### src/hdl/dtq_pkg.sv
package dtq_pkg;

    localparam int TICK_W         = 48;
    localparam int HANDLE_W       = 16;
    localparam int DELAY_W        = 32;
    localparam int MAX_BURST      = 16;
    localparam int BURST_W        = $clog2(MAX_BURST + 1);
    localparam int CMD_FIFO_DEPTH = 4;

    typedef enum logic [1:0] {
        OP_SCHED,
        OP_REJECT,
        OP_TICK
    } op_t;

    typedef enum logic [1:0] {
        KIND_STATUS   = 2'd0,
        KIND_DISPATCH = 2'd1,
        KIND_IDLE     = 2'd2
    } kind_t;

    typedef enum logic [1:0] {
        ST_ACCEPTED   = 2'd0,
        ST_FULL       = 2'd1,
        ST_ZERO_DELAY = 2'd2
    } status_t;

    typedef enum logic [1:0] {
        BK_IDLE,
        BK_SCHED,
        BK_TICK
    } back_state_t;

    typedef struct packed {
        op_t                 op;
        logic [HANDLE_W-1:0] handle;
        logic [DELAY_W-1:0]  delay;
    } cmd_t;

    typedef struct packed {
        logic valid;
        cmd_t cmd;
    } cmd_link_t;

    typedef struct packed {
        kind_t               kind;
        status_t             status;
        logic                became_head;
        logic [HANDLE_W-1:0] handle;
        logic                last;
    } result_t;

endpackage

### src/hdl/dtq_if.sv
interface dtq_req_if;
    logic        valid;
    logic        ready;
    logic        func;
    logic [15:0] job_handle;
    logic [31:0] delay_ticks;

    modport source (output valid, func, job_handle, delay_ticks, input ready);
    modport sink   (input valid, func, job_handle, delay_ticks, output ready);
endinterface

interface dtq_rsp_if;
    logic        valid;
    logic        ready;
    logic [1:0]  kind;
    logic [1:0]  status;
    logic        became_head;
    logic [15:0] dispatched_handle;
    logic        last;

    modport source (output valid, kind, status, became_head, dispatched_handle, last,
                    input ready);
    modport sink   (input valid, kind, status, became_head, dispatched_handle, last,
                    output ready);
endinterface

### src/hdl/dtq_front.sv
module dtq_front (
    input  logic                clk,
    input  logic                rst_n,
    dtq_req_if.sink             req,
    output dtq_pkg::cmd_link_t  cmd_link,
    input  logic                cmd_pop
);
    import dtq_pkg::*;

    localparam int PTR_W = $clog2(CMD_FIFO_DEPTH);
    localparam int CNT_W = $clog2(CMD_FIFO_DEPTH + 1);

    cmd_t             mem [CMD_FIFO_DEPTH];
    logic [PTR_W-1:0] wr_ptr_reg, wr_ptr_next;
    logic [PTR_W-1:0] rd_ptr_reg, rd_ptr_next;
    logic [CNT_W-1:0] cnt_reg, cnt_next;
    logic             push;
    cmd_t             new_cmd;

    assign req.ready = (cnt_reg != CNT_W'(CMD_FIFO_DEPTH));
    assign push      = req.valid && req.ready;

    // classify: zero delay is rejected here, the full check needs the table
    always_comb
    begin
        new_cmd.handle = req.job_handle;
        new_cmd.delay  = req.delay_ticks;
        if (req.func)
        begin
            new_cmd.op = OP_TICK;
        end
        else if (req.delay_ticks == '0)
        begin
            new_cmd.op = OP_REJECT;
        end
        else
        begin
            new_cmd.op = OP_SCHED;
        end
    end

    always_comb
    begin
        wr_ptr_next = wr_ptr_reg;
        rd_ptr_next = rd_ptr_reg;
        cnt_next    = cnt_reg;
        if (push)
        begin
            wr_ptr_next = (wr_ptr_reg == PTR_W'(CMD_FIFO_DEPTH - 1)) ? '0
                                                                   : wr_ptr_reg + 1'b1;
        end
        if (cmd_pop)
        begin
            rd_ptr_next = (rd_ptr_reg == PTR_W'(CMD_FIFO_DEPTH - 1)) ? '0
                                                                   : rd_ptr_reg + 1'b1;
        end
        if (push && !cmd_pop)
        begin
            cnt_next = cnt_reg + 1'b1;
        end
        else if (!push && cmd_pop)
        begin
            cnt_next = cnt_reg - 1'b1;
        end
    end

    always_ff @(posedge clk or negedge rst_n)
    begin
        if (!rst_n)
        begin
            wr_ptr_reg <= '0;
            rd_ptr_reg <= '0;
            cnt_reg    <= '0;
        end
        else
        begin
            wr_ptr_reg <= wr_ptr_next;
            rd_ptr_reg <= rd_ptr_next;
            cnt_reg    <= cnt_next;
        end
    end

    always_ff @(posedge clk)
    begin
        if (push)
        begin
            mem[wr_ptr_reg] <= new_cmd;
        end
    end

    assign cmd_link.valid = (cnt_reg != '0);
    assign cmd_link.cmd   = mem[rd_ptr_reg];

`ifndef SYNTHESIS
    a_pop_nonempty: assert property (@(posedge clk) disable iff (!rst_n)
        cmd_pop |-> cnt_reg != '0)
        else $error("command queue popped while empty");

    a_cnt_range: assert property (@(posedge clk) disable iff (!rst_n)
        cnt_reg <= CNT_W'(CMD_FIFO_DEPTH))
        else $error("command queue count out of range");
`endif

endmodule

### src/hdl/dtq_back.sv
module dtq_back #(
    parameter int QUEUE_DEPTH = 16
) (
    input  logic                clk,
    input  logic                rst_n,
    input  dtq_pkg::cmd_link_t  cmd_link,
    output logic                cmd_pop,
    dtq_rsp_if.source           rsp
);
    import dtq_pkg::*;

    localparam int CNT_W = $clog2(QUEUE_DEPTH + 1);

    back_state_t         state_reg, state_next;
    logic [TICK_W-1:0]   now_reg, now_next;
    logic [CNT_W-1:0]    count_reg, count_next;
    logic [BURST_W-1:0]  burst_reg, burst_next;
    logic                out_valid_reg, out_valid_next;
    result_t             out_res_reg;

    logic [TICK_W-1:0]   dl_reg;
    logic [HANDLE_W-1:0] handle_reg;
    op_t                 op_reg;

    logic [TICK_W-1:0]   dl_arr [QUEUE_DEPTH];
    logic [HANDLE_W-1:0] hd_arr [QUEUE_DEPTH];
    logic [QUEUE_DEPTH-1:0] le;

    logic    out_free;
    logic    due0;
    logic    due1;
    logic    full;
    logic    do_ins;
    logic    do_pop;
    logic    load_out;
    result_t res;

    assign out_free = !out_valid_reg || rsp.ready;
    assign full     = (count_reg == CNT_W'(QUEUE_DEPTH));
    assign due0     = (count_reg != '0) && (dl_arr[0] <= now_reg);
    assign due1     = (count_reg > CNT_W'(1)) && (dl_arr[1] <= now_reg);

    // le marks live entries that stay ahead of the new deadline
    for (genvar i = 0; i < QUEUE_DEPTH; i++)
    begin : g_le
        assign le[i] = (CNT_W'(i) < count_reg) && (dl_arr[i] <= dl_reg);
    end

    always_comb
    begin
        state_next = state_reg;
        unique case (state_reg)
            BK_IDLE:
            begin
                if (cmd_link.valid)
                begin
                    state_next = (cmd_link.cmd.op == OP_TICK) ? BK_TICK : BK_SCHED;
                end
            end
            BK_SCHED:
            begin
                if (load_out)
                begin
                    state_next = BK_IDLE;
                end
            end
            BK_TICK:
            begin
                if (load_out && res.last)
                begin
                    state_next = BK_IDLE;
                end
            end
            default: state_next = BK_IDLE;
        endcase
    end

    always_comb
    begin
        cmd_pop         = 1'b0;
        do_ins          = 1'b0;
        do_pop          = 1'b0;
        load_out        = 1'b0;
        res.kind        = KIND_STATUS;
        res.status      = ST_ACCEPTED;
        res.became_head = 1'b0;
        res.handle      = '0;
        res.last        = 1'b1;
        unique case (state_reg)
            BK_IDLE:
            begin
                cmd_pop = cmd_link.valid;
            end
            BK_SCHED:
            begin
                if (out_free)
                begin
                    load_out = 1'b1;
                    if (op_reg == OP_REJECT)
                    begin
                        res.status = ST_ZERO_DELAY;
                    end
                    else if (full)
                    begin
                        res.status = ST_FULL;
                    end
                    else
                    begin
                        do_ins          = 1'b1;
                        res.became_head = !le[0];
                    end
                end
            end
            BK_TICK:
            begin
                if (out_free)
                begin
                    load_out = 1'b1;
                    if (due0)
                    begin
                        do_pop     = 1'b1;
                        res.kind   = KIND_DISPATCH;
                        res.handle = hd_arr[0];
                        res.last   = !(due1 && (burst_reg != BURST_W'(MAX_BURST - 1)));
                    end
                    else
                    begin
                        res.kind = KIND_IDLE;
                    end
                end
            end
            default: ;
        endcase
    end

    always_comb
    begin
        now_next       = now_reg;
        count_next     = count_reg;
        burst_next     = burst_reg;
        out_valid_next = out_valid_reg;
        if (cmd_pop && (cmd_link.cmd.op == OP_TICK))
        begin
            now_next = now_reg + 1'b1;
        end
        if (do_ins)
        begin
            count_next = count_reg + 1'b1;
        end
        else if (do_pop)
        begin
            count_next = count_reg - 1'b1;
        end
        if (cmd_pop)
        begin
            burst_next = '0;
        end
        else if (do_pop)
        begin
            burst_next = burst_reg + 1'b1;
        end
        if (load_out)
        begin
            out_valid_next = 1'b1;
        end
        else if (rsp.ready)
        begin
            out_valid_next = 1'b0;
        end
    end

    always_ff @(posedge clk or negedge rst_n)
    begin
        if (!rst_n)
        begin
            state_reg     <= BK_IDLE;
            now_reg       <= '0;
            count_reg     <= '0;
            burst_reg     <= '0;
            out_valid_reg <= 1'b0;
        end
        else
        begin
            state_reg     <= state_next;
            now_reg       <= now_next;
            count_reg     <= count_next;
            burst_reg     <= burst_next;
            out_valid_reg <= out_valid_next;
        end
    end

    always_ff @(posedge clk)
    begin
        if (cmd_pop)
        begin
            op_reg     <= cmd_link.cmd.op;
            handle_reg <= cmd_link.cmd.handle;
            dl_reg     <= now_reg + TICK_W'(cmd_link.cmd.delay);
        end
        if (load_out)
        begin
            out_res_reg <= res;
        end
    end

    // each cell either takes the new entry, takes its lower neighbor on an
    // insert, or takes its upper neighbor when the head leaves
    for (genvar i = 0; i < QUEUE_DEPTH; i++)
    begin : g_cell
        logic [TICK_W-1:0]   in_dl;
        logic [HANDLE_W-1:0] in_hd;
        logic [TICK_W-1:0]   up_dl;
        logic [HANDLE_W-1:0] up_hd;

        if (i == 0)
        begin : g_first
            assign in_dl = dl_reg;
            assign in_hd = handle_reg;
        end
        else
        begin : g_rest
            assign in_dl = le[i-1] ? dl_reg : dl_arr[i-1];
            assign in_hd = le[i-1] ? handle_reg : hd_arr[i-1];
        end

        if (i == QUEUE_DEPTH - 1)
        begin : g_top
            assign up_dl = dl_arr[i];
            assign up_hd = hd_arr[i];
        end
        else
        begin : g_mid
            assign up_dl = dl_arr[i+1];
            assign up_hd = hd_arr[i+1];
        end

        always_ff @(posedge clk)
        begin
            if (do_ins)
            begin
                if (!le[i])
                begin
                    dl_arr[i] <= in_dl;
                    hd_arr[i] <= in_hd;
                end
            end
            else if (do_pop)
            begin
                dl_arr[i] <= up_dl;
                hd_arr[i] <= up_hd;
            end
        end
    end

    assign rsp.valid             = out_valid_reg;
    assign rsp.kind              = out_res_reg.kind;
    assign rsp.status            = out_res_reg.status;
    assign rsp.became_head       = out_res_reg.became_head;
    assign rsp.dispatched_handle = out_res_reg.handle;
    assign rsp.last              = out_res_reg.last;

`ifndef SYNTHESIS
    a_count_range: assert property (@(posedge clk) disable iff (!rst_n)
        count_reg <= CNT_W'(QUEUE_DEPTH))
        else $error("entry count above table depth");

    a_head_sorted: assert property (@(posedge clk) disable iff (!rst_n)
        count_reg >= CNT_W'(2) |-> dl_arr[0] <= dl_arr[1])
        else $error("head entries out of deadline order");

    a_count_change: assert property (@(posedge clk) disable iff (!rst_n)
        count_reg != $past(count_reg) |->
            $past(state_reg) == BK_SCHED || $past(state_reg) == BK_TICK)
        else $error("entry count changed outside schedule or tick work");

    a_now_change: assert property (@(posedge clk) disable iff (!rst_n)
        now_reg != $past(now_reg) |->
            $past(cmd_pop) && $past(cmd_link.cmd.op) == OP_TICK)
        else $error("tick counter moved without a tick command");
`endif

endmodule

### src/hdl/deadline_timer_queue.sv
// deadline_timer_queue: sorted table of pending job handles plus a tick counter.
// req channel (valid/ready): func 0 schedules job_handle due delay_ticks after
// now, func 1 advances time by one tick. rsp channel (valid/ready) returns one
// status result per schedule item (accepted, table full, zero delay) with
// became_head, and per tick either one idle result or up to 16 dispatched
// handles in deadline order, the final one with last set.
// a 4-entry command queue sits between the input side and the table engine,
// so req keeps taking items while a result waits on rsp.
// a request passes the command queue, the engine command registers and the
// output register on its way to rsp; the engine takes one command at a time.
// the table inserts or removes one entry per cycle while rsp does not stall;
// a tick item yields one idle result or one result per dispatched handle.
// when rsp stalls the engine holds its result in the output register and
// stops; req stalls once the command queue fills.
// reset: time is zero, the table and command queue are empty, rsp.valid low.
module deadline_timer_queue #(
    parameter int QUEUE_DEPTH = 16
) (
    input  logic      clk,
    input  logic      rst_n,
    dtq_req_if.sink   req,
    dtq_rsp_if.source rsp
);
    import dtq_pkg::*;

    cmd_link_t cmd_link;
    logic      cmd_pop;

    dtq_front u_front (
        .clk      (clk),
        .rst_n    (rst_n),
        .req      (req),
        .cmd_link (cmd_link),
        .cmd_pop  (cmd_pop)
    );

    dtq_back #(
        .QUEUE_DEPTH (QUEUE_DEPTH)
    ) u_back (
        .clk      (clk),
        .rst_n    (rst_n),
        .cmd_link (cmd_link),
        .cmd_pop  (cmd_pop),
        .rsp      (rsp)
    );

endmodule

### src/flat_wrapper.sv
// flat-port wrapper written by rule: the top's interface ports become plain ports
module deadline_timer_queue_flat import dtq_pkg::*;
#(
    parameter int QUEUE_DEPTH = 16
)
  (clk, rst_n, req_valid, req_func, req_job_handle, req_delay_ticks, req_ready, rsp_valid, rsp_kind, rsp_status, rsp_became_head, rsp_dispatched_handle, rsp_last, rsp_ready);
  dtq_req_if req_i ();
  dtq_rsp_if rsp_i ();
  input  logic clk;
  input  logic rst_n;
  input wire logic [$bits(req_i.valid)-1:0] req_valid;
  input wire logic [$bits(req_i.func)-1:0] req_func;
  input wire logic [$bits(req_i.job_handle)-1:0] req_job_handle;
  input wire logic [$bits(req_i.delay_ticks)-1:0] req_delay_ticks;
  output wire logic [$bits(req_i.ready)-1:0] req_ready;
  output wire logic [$bits(rsp_i.valid)-1:0] rsp_valid;
  output wire logic [$bits(rsp_i.kind)-1:0] rsp_kind;
  output wire logic [$bits(rsp_i.status)-1:0] rsp_status;
  output wire logic [$bits(rsp_i.became_head)-1:0] rsp_became_head;
  output wire logic [$bits(rsp_i.dispatched_handle)-1:0] rsp_dispatched_handle;
  output wire logic [$bits(rsp_i.last)-1:0] rsp_last;
  input wire logic [$bits(rsp_i.ready)-1:0] rsp_ready;
  assign req_i.valid = req_valid;
  assign req_i.func = req_func;
  assign req_i.job_handle = req_job_handle;
  assign req_i.delay_ticks = req_delay_ticks;
  assign req_ready = req_i.ready;
  assign rsp_valid = rsp_i.valid;
  assign rsp_kind = rsp_i.kind;
  assign rsp_status = rsp_i.status;
  assign rsp_became_head = rsp_i.became_head;
  assign rsp_dispatched_handle = rsp_i.dispatched_handle;
  assign rsp_last = rsp_i.last;
  assign rsp_i.ready = rsp_ready;
  deadline_timer_queue #(.QUEUE_DEPTH(QUEUE_DEPTH)) u_core (.clk(clk), .rst_n(rst_n), .req(req_i), .rsp(rsp_i));
endmodule
### config.mk
export PLATFORM = sky130hd
export DESIGN_NAME = deadline_timer_queue_flat
export DESIGN_NICKNAME = d
export VERILOG_FILES = /design/src/hdl/dtq_pkg.sv /design/src/hdl/dtq_if.sv /design/src/hdl/dtq_front.sv /design/src/hdl/dtq_back.sv /design/src/hdl/deadline_timer_queue.sv /design/src/flat_wrapper.sv
export SDC_FILE = /design/constraint.sdc
export NUM_CORES = 2
export LEC_CHECK = 0
export BUFFER_PORTS_ARGS = -buffer_cell sky130_fd_sc_hd__buf_2
export CAP_MARGIN = 20
export CELL_PAD_IN_SITES_DETAIL_PLACEMENT = 2
export CELL_PAD_IN_SITES_GLOBAL_PLACEMENT = 2
export CORE_ASPECT_RATIO = 1.25
export CORE_MARGIN = 8
export CORE_UTILIZATION = 35
export CTS_BUF_LIST = sky130_fd_sc_hd__clkbuf_4 sky130_fd_sc_hd__clkbuf_8
export DETAILED_ROUTE_END_ITERATION = 10
export PLACE_DENSITY_LB_ADDON = 0.1
export REMOVE_ABC_BUFFERS = 1
export SYNTH_ARGS = -nofsm -noshare
export SYNTH_HDL_FRONTEND = slang
export SYNTH_SLANG_ARGS = --single-unit
### constraint.sdc
create_clock -name clk -period 20.1 [get_ports clk]
set_input_delay 1.005 -clock clk [delete_from_list [all_inputs] [get_ports clk]]
set_output_delay 1.005 -clock clk [all_outputs]
set_load 0.005 [all_outputs]
==> out/results.tsv <==
metric	value	unit
cp_cell_sequence	inv_1 -> ha_1 -> nand4_1 -> nor4_1 -> buf_4 -> nand3_1 -> a21oi_1 -> o21ai_0 -> a21oi_4 -> buf_12 -> nand2_1 -> nand2_4 -> buf_4	
fin_nets	9455	
tns	0	ns
r2r_end	u_core.u_back.dl_arr[0][355]	
r2r_start	u_core.u_back.dl_reg[43]	
synthTopCellsByArea	edfxtp_1 (45%), ha_1 (13%), nand2_1 (5.8%), mux2i_1 (5.1%), o21ai_0 (3.5%)	
synth_area_per_cell	10.4	um2
cp_slowest_cell	nor4_1	
outcome	finished clean	
die_area	268000	um2
dp_hpwl	301000	um
p_leak	36.2	nW
crit_path_max_fanout	129	
worst_pin_slew	1.22	ns
wl_per_cell	35.7	um
antenna_found_initial	19	
synth-edff-count	1312	
cellPowerDensity	218	nW/um2
yosysWarnings	0	
gp_congestion	0.981	
utilization	0.389	
hp-start	req_job_handle[1]	
area_delta_synth_final	11.0	%
synth_seq_cells	1380	
cts_setup_buffers	0	
async_flop_share	0.0493	
cts_buffers	277	
endpoint_kind	register	
die_h	577	um
design_area	97800	um2
cts-root-buf	clkbuf_8	
rows	206	
syn-cell-area	88100	um2
drt_iter0_drc	6215	
cts_tree	built	
clkLatencyLatePin	1.03	ns
period_needed	7.07	ns
synth_common_cells	nand2_1 (1367), edfxtp_1 (1312), ha_1 (911), o21ai_0 (617), nand3_1 (475)	
top_usage_layer	met2	
initial_core_util	0.351	
synth_most_common_cell	nand2_1	
io_buffers	76	
arrival	7.61	ns
grtUsageMet2	0.517	
setup_violations	0	
slew_headroom	0.178	
max_freq	0.141	GHz
top_register	u_core.u_back.dl_arr	
r2r_cells	13	
io_pins	77	
first_global_vias	80900	
wirelength	429000	um
irDropWorstVdd	237	uV
syn_inst	8483	
whs_path_depth	1	
fillCellCount	26628	
crit_required	20.64	ns
fin_crit_sh	0.352	
hold_class	in2reg	
crit_top_cell	buf_4	
grt_setup_unrepaired	false	
startpoint_type	register	
route.vias.total	75663	
use_met1	0.380	
first_pass_iters	5	
post-route-drc-count	0	
cap_violations	0	
numClockSinks	1380	
critPathTopFamily	simple AND/OR/NAND/NOR gates	
largest_reg_flops	768	
yosysSeqAreaShare	0.467	
maxSlewViolCount	0	
core-area	251000	um2
ys.flop_type	edfxtp_1	
critPathMaxStageDelay	1.01	ns
rrSetupSlack	13.03	ns
synth.distinct_cells	84	
grt.overflow.total	0	
largestRegisters	u_core.u_back.dl_arr (768), u_core.u_back.hd_arr (256), u_core.u_front.mem (200)	
synth_top_area_share	0.447	
cts.htree.levels	5	
use_met3	0.0402	
antenna_left	0	
avgViaCountPerCell	6.29	
track_usage	0.309	
dpl_cell_area	92600	um2
grt_first_pass_wirelength	605000	um
path_class	reg2reg	
skew	0.102	ns
worstHoldEndpoint	u_core.u_front.mem[2][33]	
timing.final.hold_violations	0	
yosys.area.top_type	edfxtp_1	
grt_max_degree	233	
layout-drive-gt1-share	0.101	
clockBufferDepth	4	
die_w	465	um
worst_setup_hold_path_clk_slew	0.05	ns
path_buf_inv	4	
report_power, final:
part / switching [mW] / total (mW) / internal [mW]
clock network: 1.41 / 2.91 / 1.50
registers: 1.12 / 6.23 / 5.11
logic: 8.38 / 12.2 / 3.84
total: 10.9 / 21.4 / 10.5
stage by stage:
| stage | total power, mW | hold slack, ns | cells | setup WS [ns] |
|---|---|---|---|---|
| floorplan | 13.4 | 0.472 | 7911 | -6.86 |
| finish | 21.4 | 0.228 | 12025 | 13.03 |
| detailed placement | 18.3 | 0.522 | 11536 | 13.23 |
| global route | 22.3 | 0.166 | 12023 | 12.97 |
| global placement | 17.8 | 0.501 | 11531 | 11.73 |
| CTS | 21.3 | 0.151 | 12012 | 13.10 |
worst max path at each step:
stage | start | to | cells after the start
3_5_place_dp | u_core.u_back.dl_reg[47] | u_core.u_back.dl_arr[1][65] | 11
5_1_grt | u_core.u_back.now_reg[43] | u_core.u_back.dl_arr[0][369] | 12
2_1_floorplan | u_core.u_back.now_reg[5] | u_core.u_back.dl_arr[1][100] | 9
3_3_place_gp | u_core.u_back.dl_reg[23] | u_core.u_back.dl_arr[1][64] | 14
4_1_cts | u_core.u_back.dl_reg[47] | u_core.u_back.hd_arr[1][23] | 11
6_report | u_core.u_back.dl_reg[43] | u_core.u_back.dl_arr[0][355] | 13
cell usage in the layout (no fill, tap or decap), types with 26 or more instances in the layout:
cell and count:
buf_2 75, xnor2_1 83, nand4_1 229, nor2_1 322, a21oi_1 277, a311o_1 65
o21ai_0 609, clkinv_1 61, o21a_1 26, o211ai_1 334, edfxtp_1 1312, a31oi_1 145
and4_1 28, clkbuf_4 92, dfrtp_1 66, a211oi_1 40, nand3_1 473, a21o_1 147
inv_1 159, nor2b_1 97, ha_1 911, buf_4 215, nand2_1 1358, and2_1 26
nor3_1 72, mux2i_1 450, a32oi_1 130, o21ai_1 128, clkbuf_8 286, mux4_2 50
cells by family after synthesis:
group | after synthesis | share of synthesized area
compound gates | 2072 | 0.151
xor+xnor | 99 | 0.00984
fa+ha+maj | 913 | 0.130
buf+inv | 732 | 0.0341
flops | 1380 | 0.467
mux | 501 | 0.0640
simple gates | 2786 | 0.145
per-layer routing:
layer,vias to the layer above,share of wire
met5,-,0
met4,0,0.072
met3,917,0.048
met2,2446,0.47
met1,39882,0.41
li1,32418,-
final cells by class:
type,instances,area (um2),share of cell area
diodes,12,30.0,0.000307
inverters,160,606,0.00619
clock buffers,378,4630,0.0473
multi-input cells,6371,44600,0.456
flip-flops and latches,1380,41100,0.420
repair buffers,299,2160,0.0221
well taps,3328,4160,0.0426
clock inverters,97,497,0.00508
timing repair:
action,4_1_cts,5_1_grt
setup endpoints to repair,0,0
hold buffers,1,0
endpoints found under the hold margin,15,0
gates resized for setup,0,0
(Power assumes the default switching activity.)
